--- src/rtl/core/deba_pkg.sv ---
// Shared types and constants for the double-ended bump allocator.
package deba_pkg;

    typedef enum logic [1:0] {
        MODE_ALLOC     = 2'd0,
        MODE_FREE_ALL  = 2'd1,
        MODE_FREE_TAIL = 2'd2,
        MODE_CHECK     = 2'd3
    } mode_t;

    localparam logic CFG_REGION_START = 1'b0;
    localparam logic CFG_REGION_SIZE  = 1'b1;

    localparam logic [31:0] MIN_GRANULE = 32'd4;

    typedef struct packed {
        mode_t              mode;
        logic        [31:0] request_size;
        logic signed [31:0] alignment;
    } request_t;

    typedef struct packed {
        logic [31:0] block_address;
        logic        failed;
        logic [31:0] free_bytes;
        logic        consistent;
    } result_t;

endpackage

--- src/rtl/core/deba_alloc_calc.sv ---
// Per-request allocation datapath: next pointer state and result fields.
module deba_alloc_calc
    import deba_pkg::*;
#(
    parameter int ADDR_WIDTH = 32
) (
    input  request_t                req,
    input  logic [ADDR_WIDTH-1:0]   region_start,
    input  logic [ADDR_WIDTH-1:0]   region_size,
    input  logic [ADDR_WIDTH-1:0]   head_pointer,
    input  logic [ADDR_WIDTH-1:0]   tail_pointer,
    input  logic [ADDR_WIDTH-1:0]   free_count,
    output logic [ADDR_WIDTH-1:0]   head_upd,
    output logic [ADDR_WIDTH-1:0]   tail_upd,
    output logic [ADDR_WIDTH-1:0]   free_upd,
    output result_t                 result
);

    // compare width: rounded size plus padding needs 34 bits
    localparam int CW = (ADDR_WIDTH > 34) ? ADDR_WIDTH : 34;
    localparam int XW = (ADDR_WIDTH > 32) ? ADDR_WIDTH : 32;

    logic                  from_tail;
    logic [31:0]           size_min;
    logic [31:0]           mag;
    logic [31:0]           align_raw;
    logic [31:0]           align_min;
    logic [31:0]           align_mask;
    logic [33:0]           size_rnd;
    logic [ADDR_WIDTH-1:0] neg_head;
    logic [CW-1:0]         pad;
    logic [CW-1:0]         need_head;
    logic [CW-1:0]         free_c;
    logic [CW-1:0]         tail_c;
    logic [CW-1:0]         size_c;
    logic [CW-1:0]         mask_c;
    logic [CW-1:0]         tail_start;
    logic [CW-1:0]         need_tail;
    logic                  head_fit;
    logic                  tail_fit;
    logic [ADDR_WIDTH-1:0] region_end;
    logic [ADDR_WIDTH-1:0] acct_sum;
    logic [ADDR_WIDTH-1:0] addr_sel;
    logic [XW-1:0]         addr_x;
    logic [XW-1:0]         free_x;
    logic                  fail;
    logic                  ok;

    assign from_tail  = req.alignment[31];
    assign size_min   = (req.request_size < MIN_GRANULE) ? MIN_GRANULE : req.request_size;
    assign mag        = ~req.alignment + 32'd1;
    assign align_raw  = from_tail ? mag : req.alignment;
    assign align_min  = (align_raw < MIN_GRANULE) ? MIN_GRANULE : align_raw;
    assign align_mask = align_min - 32'd1;
    assign size_rnd   = ({2'b00, size_min} + {2'b00, align_mask}) & ~{2'b00, align_mask};

    assign free_c = CW'(free_count);
    assign size_c = CW'(size_rnd);
    assign mask_c = CW'(align_mask);

    // head side: pad up to the alignment, then the rounded size
    assign neg_head  = '0 - head_pointer;
    assign pad       = CW'(neg_head) & mask_c;
    assign need_head = size_c + pad;
    assign head_fit  = (need_head <= free_c);

    // tail side: step down by the size, then align down
    assign tail_c     = CW'(tail_pointer);
    assign tail_start = (tail_c - size_c) & ~mask_c;
    assign need_tail  = tail_c - tail_start;
    assign tail_fit   = (size_c <= tail_c) && (need_tail <= free_c);

    assign region_end = region_start + region_size;
    assign acct_sum   = free_count + (head_pointer - region_start) + (region_end - tail_pointer);

    always_comb begin
        head_upd = head_pointer;
        tail_upd = tail_pointer;
        free_upd = free_count;
        addr_sel = '0;
        fail     = 1'b0;
        ok       = 1'b0;
        case (req.mode)
            MODE_ALLOC: begin
                if (!from_tail) begin
                    if (head_fit) begin
                        addr_sel = head_pointer + pad[ADDR_WIDTH-1:0];
                        head_upd = head_pointer + need_head[ADDR_WIDTH-1:0];
                        free_upd = free_count - need_head[ADDR_WIDTH-1:0];
                    end else begin
                        fail = 1'b1;
                    end
                end else begin
                    if (tail_fit) begin
                        addr_sel = tail_start[ADDR_WIDTH-1:0];
                        tail_upd = tail_start[ADDR_WIDTH-1:0];
                        free_upd = free_count - need_tail[ADDR_WIDTH-1:0];
                    end else begin
                        fail = 1'b1;
                    end
                end
            end
            MODE_FREE_ALL: begin
                free_upd = region_size;
                head_upd = region_start;
                tail_upd = region_end;
            end
            MODE_FREE_TAIL: begin
                free_upd = free_count + (region_end - tail_pointer);
                tail_upd = region_end;
            end
            MODE_CHECK: begin
                ok = (acct_sum == region_size);
            end
            default: begin
                ok = 1'b0;
            end
        endcase
    end

    assign addr_x = XW'(addr_sel);
    assign free_x = XW'(free_upd);

    assign result.block_address = addr_x[31:0];
    assign result.failed        = fail;
    assign result.free_bytes    = free_x[31:0];
    assign result.consistent    = ok;

endmodule

--- src/rtl/core/double_ended_bump_allocator.sv ---
// Top level of the double-ended bump allocator: channels, config and state registers.
//
// Usage:
//   Requests arrive on s_valid/s_ready/s_request (mode, size, signed alignment);
//   one result per request leaves on m_valid/m_ready/m_result.
//   A non-negative alignment allocates upward from the head, a negative one
//   downward from the tail. Config registers (0 region start, 1 region size)
//   are written through cfg_we/cfg_index/cfg_data; the user must do so only while
//   no request is in flight (not enforced by the block); issue a free-all request
//   afterwards to set up the pointers. An accepted request waits in the input
//   register, where a stall on m_ready can hold it, until its result is registered.
//   Throughput: one request per cycle while m_ready is high, limited by the single
//   calculation stage between the input register and the result register.
//   Reset (aresetn low, synchronous) clears both stages, the config registers
//   and the head, tail and free-count registers to zero.
//   When m_ready is low the result holds, the input register fills once, and
//   s_ready then drops until the result is taken.
module double_ended_bump_allocator
    import deba_pkg::*;
#(
    parameter int ADDR_WIDTH = 32
) (
    input  logic        aclk,
    input  logic        aresetn,
    input  logic        cfg_we,
    input  logic        cfg_index,
    input  logic [31:0] cfg_data,
    input  logic        s_valid,
    output logic        s_ready,
    input  request_t    s_request,
    output logic        m_valid,
    input  logic        m_ready,
    output result_t     m_result
);

    logic                  in_valid_reg;
    request_t              in_req_reg;
    logic                  out_valid_reg;
    result_t               out_res_reg;
    logic [ADDR_WIDTH-1:0] region_start_reg;
    logic [ADDR_WIDTH-1:0] region_size_reg;
    logic [ADDR_WIDTH-1:0] head_pointer_reg;
    logic [ADDR_WIDTH-1:0] tail_pointer_reg;
    logic [ADDR_WIDTH-1:0] free_count_reg;
    logic [ADDR_WIDTH-1:0] head_pointer_next;
    logic [ADDR_WIDTH-1:0] tail_pointer_next;
    logic [ADDR_WIDTH-1:0] free_count_next;
    result_t               out_res_next;
    logic                  advance;
    logic                  take;

    assign advance = in_valid_reg && (!out_valid_reg || m_ready);
    assign s_ready = !in_valid_reg || advance;
    assign take    = s_valid && s_ready;

    deba_alloc_calc #(
        .ADDR_WIDTH(ADDR_WIDTH)
    ) u_calc (
        .req          (in_req_reg),
        .region_start (region_start_reg),
        .region_size  (region_size_reg),
        .head_pointer (head_pointer_reg),
        .tail_pointer (tail_pointer_reg),
        .free_count   (free_count_reg),
        .head_upd     (head_pointer_next),
        .tail_upd     (tail_pointer_next),
        .free_upd     (free_count_next),
        .result       (out_res_next)
    );

    always_ff @(posedge aclk) begin
        if (!aresetn) begin
            in_valid_reg     <= 1'b0;
            out_valid_reg    <= 1'b0;
            region_start_reg <= '0;
            region_size_reg  <= '0;
            head_pointer_reg <= '0;
            tail_pointer_reg <= '0;
            free_count_reg   <= '0;
        end else begin
            if (take) begin
                in_valid_reg <= 1'b1;
            end else if (advance) begin
                in_valid_reg <= 1'b0;
            end
            if (advance) begin
                out_valid_reg    <= 1'b1;
                head_pointer_reg <= head_pointer_next;
                tail_pointer_reg <= tail_pointer_next;
                free_count_reg   <= free_count_next;
            end else if (m_ready) begin
                out_valid_reg <= 1'b0;
            end
            if (cfg_we) begin
                case (cfg_index)
                    CFG_REGION_START: region_start_reg <= ADDR_WIDTH'(cfg_data);
                    CFG_REGION_SIZE:  region_size_reg  <= ADDR_WIDTH'(cfg_data);
                    default:          region_size_reg  <= region_size_reg;
                endcase
            end
        end
    end

    always_ff @(posedge aclk) begin
        if (take) begin
            in_req_reg <= s_request;
        end
        if (advance) begin
            out_res_reg <= out_res_next;
        end
    end

    assign m_valid  = out_valid_reg;
    assign m_result = out_res_reg;

endmodule
--- config.mk ---
export PLATFORM = sky130hd
export DESIGN_NAME = double_ended_bump_allocator
export DESIGN_NICKNAME = d
export VERILOG_FILES = /design/src/rtl/core/deba_pkg.sv /design/src/rtl/core/deba_alloc_calc.sv /design/src/rtl/core/double_ended_bump_allocator.sv
export SDC_FILE = /design/constraint.sdc
export NUM_CORES = 2
export LEC_CHECK = 0
export BUFFER_PORTS_ARGS = -buffer_cell sky130_fd_sc_hd__buf_2
export CELL_PAD_IN_SITES_DETAIL_PLACEMENT = 0
export CELL_PAD_IN_SITES_GLOBAL_PLACEMENT = 1
export CORE_UTILIZATION = 49
export DETAILED_ROUTE_END_ITERATION = 10
export PLACE_DENSITY_LB_ADDON = 0.05
export SLEW_MARGIN = 20
export SYNTH_ARGS = -nofsm -noshare
export SYNTH_HDL_FRONTEND = slang
export SYNTH_HIERARCHICAL = 1
export SYNTH_SLANG_ARGS = --single-unit
--- constraint.sdc ---
create_clock -name aclk -period 14.8 [get_ports aclk]
set_input_delay 1.48 -clock aclk [delete_from_list [all_inputs] [get_ports aclk]]
set_output_delay 1.48 -clock aclk [all_outputs]
set_load 0.1 [all_outputs]
==> out/qor.csv <==
metric,value,unit
status,"finished, final reports clean",
syn_area,37320,um^2
crit_slowest_cell,or4_1,
cts_buffers,40,
rr_worst_depth,51,
antenna_found_initial,2,
hold_viol,0,
vias_per_cell,6.170,
die_x,278.0,um
num_antenna_cells,0,
critPathMaxStageDelay,710,ps
drc,0,
routed_wl,135.5,mm
ys_seq_elements,294,
rr_startpoint,in_req_reg[1],
wl_per_cell,23.40,um
crit_required,15310,ps
track_usage,0.3394,
postRouteAntennaNets,0,
clock_latency,580,ps
initial_core_util,0.4980,
min_to,free_count_reg[31],
critical_path_class,flip-flop to flip-flop,
die_area,77280,um^2
syn-instance-count,4740,
fin_cells,5789,
max_freq,0.07150,GHz
drv_cap,0,
finClkSkew,15.48,ps
area_growth,8.035,%
finalSetupViolCount,0,
grt_max_degree,111,
setup.worst_path.start_class,flip-flop,
path_clk_slew,60,ps
max_slew.worst_pin.slew,1114,ps
clock-sinks,294,
nFillCells,7369,
holdPathStages,2,
critPathArrivalTime,14490,ps
p_per_area,123.1,nW/um^2
die_h,278.0,um
firstDrtPassIters,8,
register_area,7207,um^2
relSlewSlack,0.2538,
grt_pass1_wl,199.4,mm
final_layout_size_suffix_gt1_frac,0.08340,
async_reset_ff_frac,0,
nNetsFinal,5361,
place_inst,5712,
ys_seq_area_frac,0.1931,
synth_edf_count,132,
worstHoldStart,free_count_reg[31],
setup_tns,0,ps
tritoncts,built,
cts_buffer_depth,3,
ctsHoldBuffers,0,
hold_path_class,flip-flop to flip-flop,
syn-num-nets,5311,
rows,100,
first_global_vias,32770,
ctsHtreeMaxLevel,2,
synth_ff_type,dfxtp_1,
place.gp.congestion,0.9836,
multi_input_area,27650,um^2
final_max_slew_viol_count,0,
worstPathMaxFanout,64,
cp-end-kind,flip-flop,
ys_types,110,
layout_min_cycle_time,13990,ps
ios,172,
regToRegSetupSlack,810,ps
final.period_utilization,0.9451,
syn_avg_cell_area,7.874,um^2
coreArea,74950,um^2
rsz0062_at_grt,no,
worstReg2RegEnd,free_count_reg[1],
dpl.hpwl,110.6,mm
peakVddDrop,0.00008940,V
via_count,35720,
p_leak,17.64,nW
grt_overflow,0,
drt_iter0_drc,3132,
port-buffer-count,171,
path_common_cell,ha_1,
cts_root_buf,clkbuf_16,
yosys_warnings,6,
## power by group
part           internal [mW]  total (mW)  leakage [nW]  switching, mW
Clock                  0.636        1.04         0.686          0.407
Combinational           1.16        2.97          14.4           1.82
Sequential             0.894       0.949          2.61         0.0551
Total                   2.69        4.97          17.6           2.28
## per-layer routing
layer / wire length, um / GRT usage
met5: 13 / 0
met4: 4159 / 0.09959
met3: 11470 / 0.05927
met2: 56300 / 0.5070
met1: 63510 / 0.4948
## critical path, delay by kind of cell, from the launching register on
family	cells	cell delay [ps]
flip-flops	1	470
adder cells (fa/ha/maj)	6	2110
XOR/XNOR	4	860
buffers and inverters	3	570
AO/OA/AOI/OAI	19	4270
AND/OR/NAND/NOR	18	5350
multiplexers	1	140
## through the flow
stage / area (um^2) / power, mW / setup WS [ps] / utilization / hold slack [ps]
floorplan: 37320 / 3.147 / 2601 / - / 450.9
global placement: 38850 / 3.865 / 278.9 / 0.5183 / 490.8
detailed placement: 38850 / 3.862 / 31.65 / 0.5183 / 500.0
CTS: 40240 / 4.928 / 1.696 / 0.5370 / 507.1
global route: 40320 / 5.277 / 95.05 / 0.5380 / 528.6
finish: 40320 / 4.965 / 813.2 / 0.5380 / 505.0
## layout make-up
cell class,instances,area share
clock buffers,57,0.03081
repair buffers,243,0.03578
multi-input cells,3833,0.6856
flip-flops and latches,294,0.1787
inverters,378,0.03519
well taps,969,0.03007
clock inverters,15,0.003848
## worst max-delay path by stage
stage                       start                    to  slack, ps  cells past startpoint
global route        in_req_reg[0]     free_count_reg[7]        100                     50
floorplan           in_req_reg[0]          m_result[30]       2600                     60
global placement    in_req_reg[0]  tail_pointer_reg[31]        280                     51
finish              in_req_reg[1]     free_count_reg[1]        810                     51
CTS                 in_req_reg[0]    free_count_reg[13]          2                     50
detailed placement  in_req_reg[0]    free_count_reg[13]         30                     50
## cell usage in the layout (no fill, tap or decap), types with 48 or more instances in the layout
master	count
a21boi_0	99
a21o_1	159
a21oi_1	295
a31oi_1	48
buf_2	170
buf_4	69
dfxtp_1	162
edfxtp_1	132
fa_1	71
ha_1	393
inv_1	373
mux2i_1	121
nand2_1	561
nand2b_1	62
nand3_1	99
nor2_1	323
nor2b_1	50
nor3_1	118
o21ai_0	177
or3_1	52
xnor2_1	274
xor2_1	134
## cells in the mapped netlist, drive strengths merged, types with 48 or more instances
cell type  number  area (um^2)
nand2         563         2123
ha            396         4955
inv           374         1404
nor2          323         1212
a21oi         298         1503
xnor2         276         2432
o21ai         182        925.9
dfxtp         162         3243
a21o          159         1194
clkbuf        153        574.3
xor2          135         1190
edfxtp        132         3964
nor3          123        640.6
mux2i         121         1211
a21boi        100        750.7
nand3         100        505.5
buf            82        561.8
fa             71         1421
nand2b         62        387.9
or3            55        354.1
nor2b          54        345.3
a31oi          48        300.3
## kinds of logic after synthesis
logic type,after synthesis,synth area share
xor+xnor,411,0.09705
other cells,1,0.0001005
compound gates,1304,0.2421
buf+inv,613,0.06845
mux,125,0.03366
simple gates,1525,0.1947
flops,294,0.1931
fa+ha+maj,467,0.1708
## what timing repair did
action	in CTS	in global routing
buffers inserted	0	5
endpoints found under the hold margin	0	0
gates resized for setup	0	9
setup endpoints to repair	0	128
(Power assumes the default switching activity.)
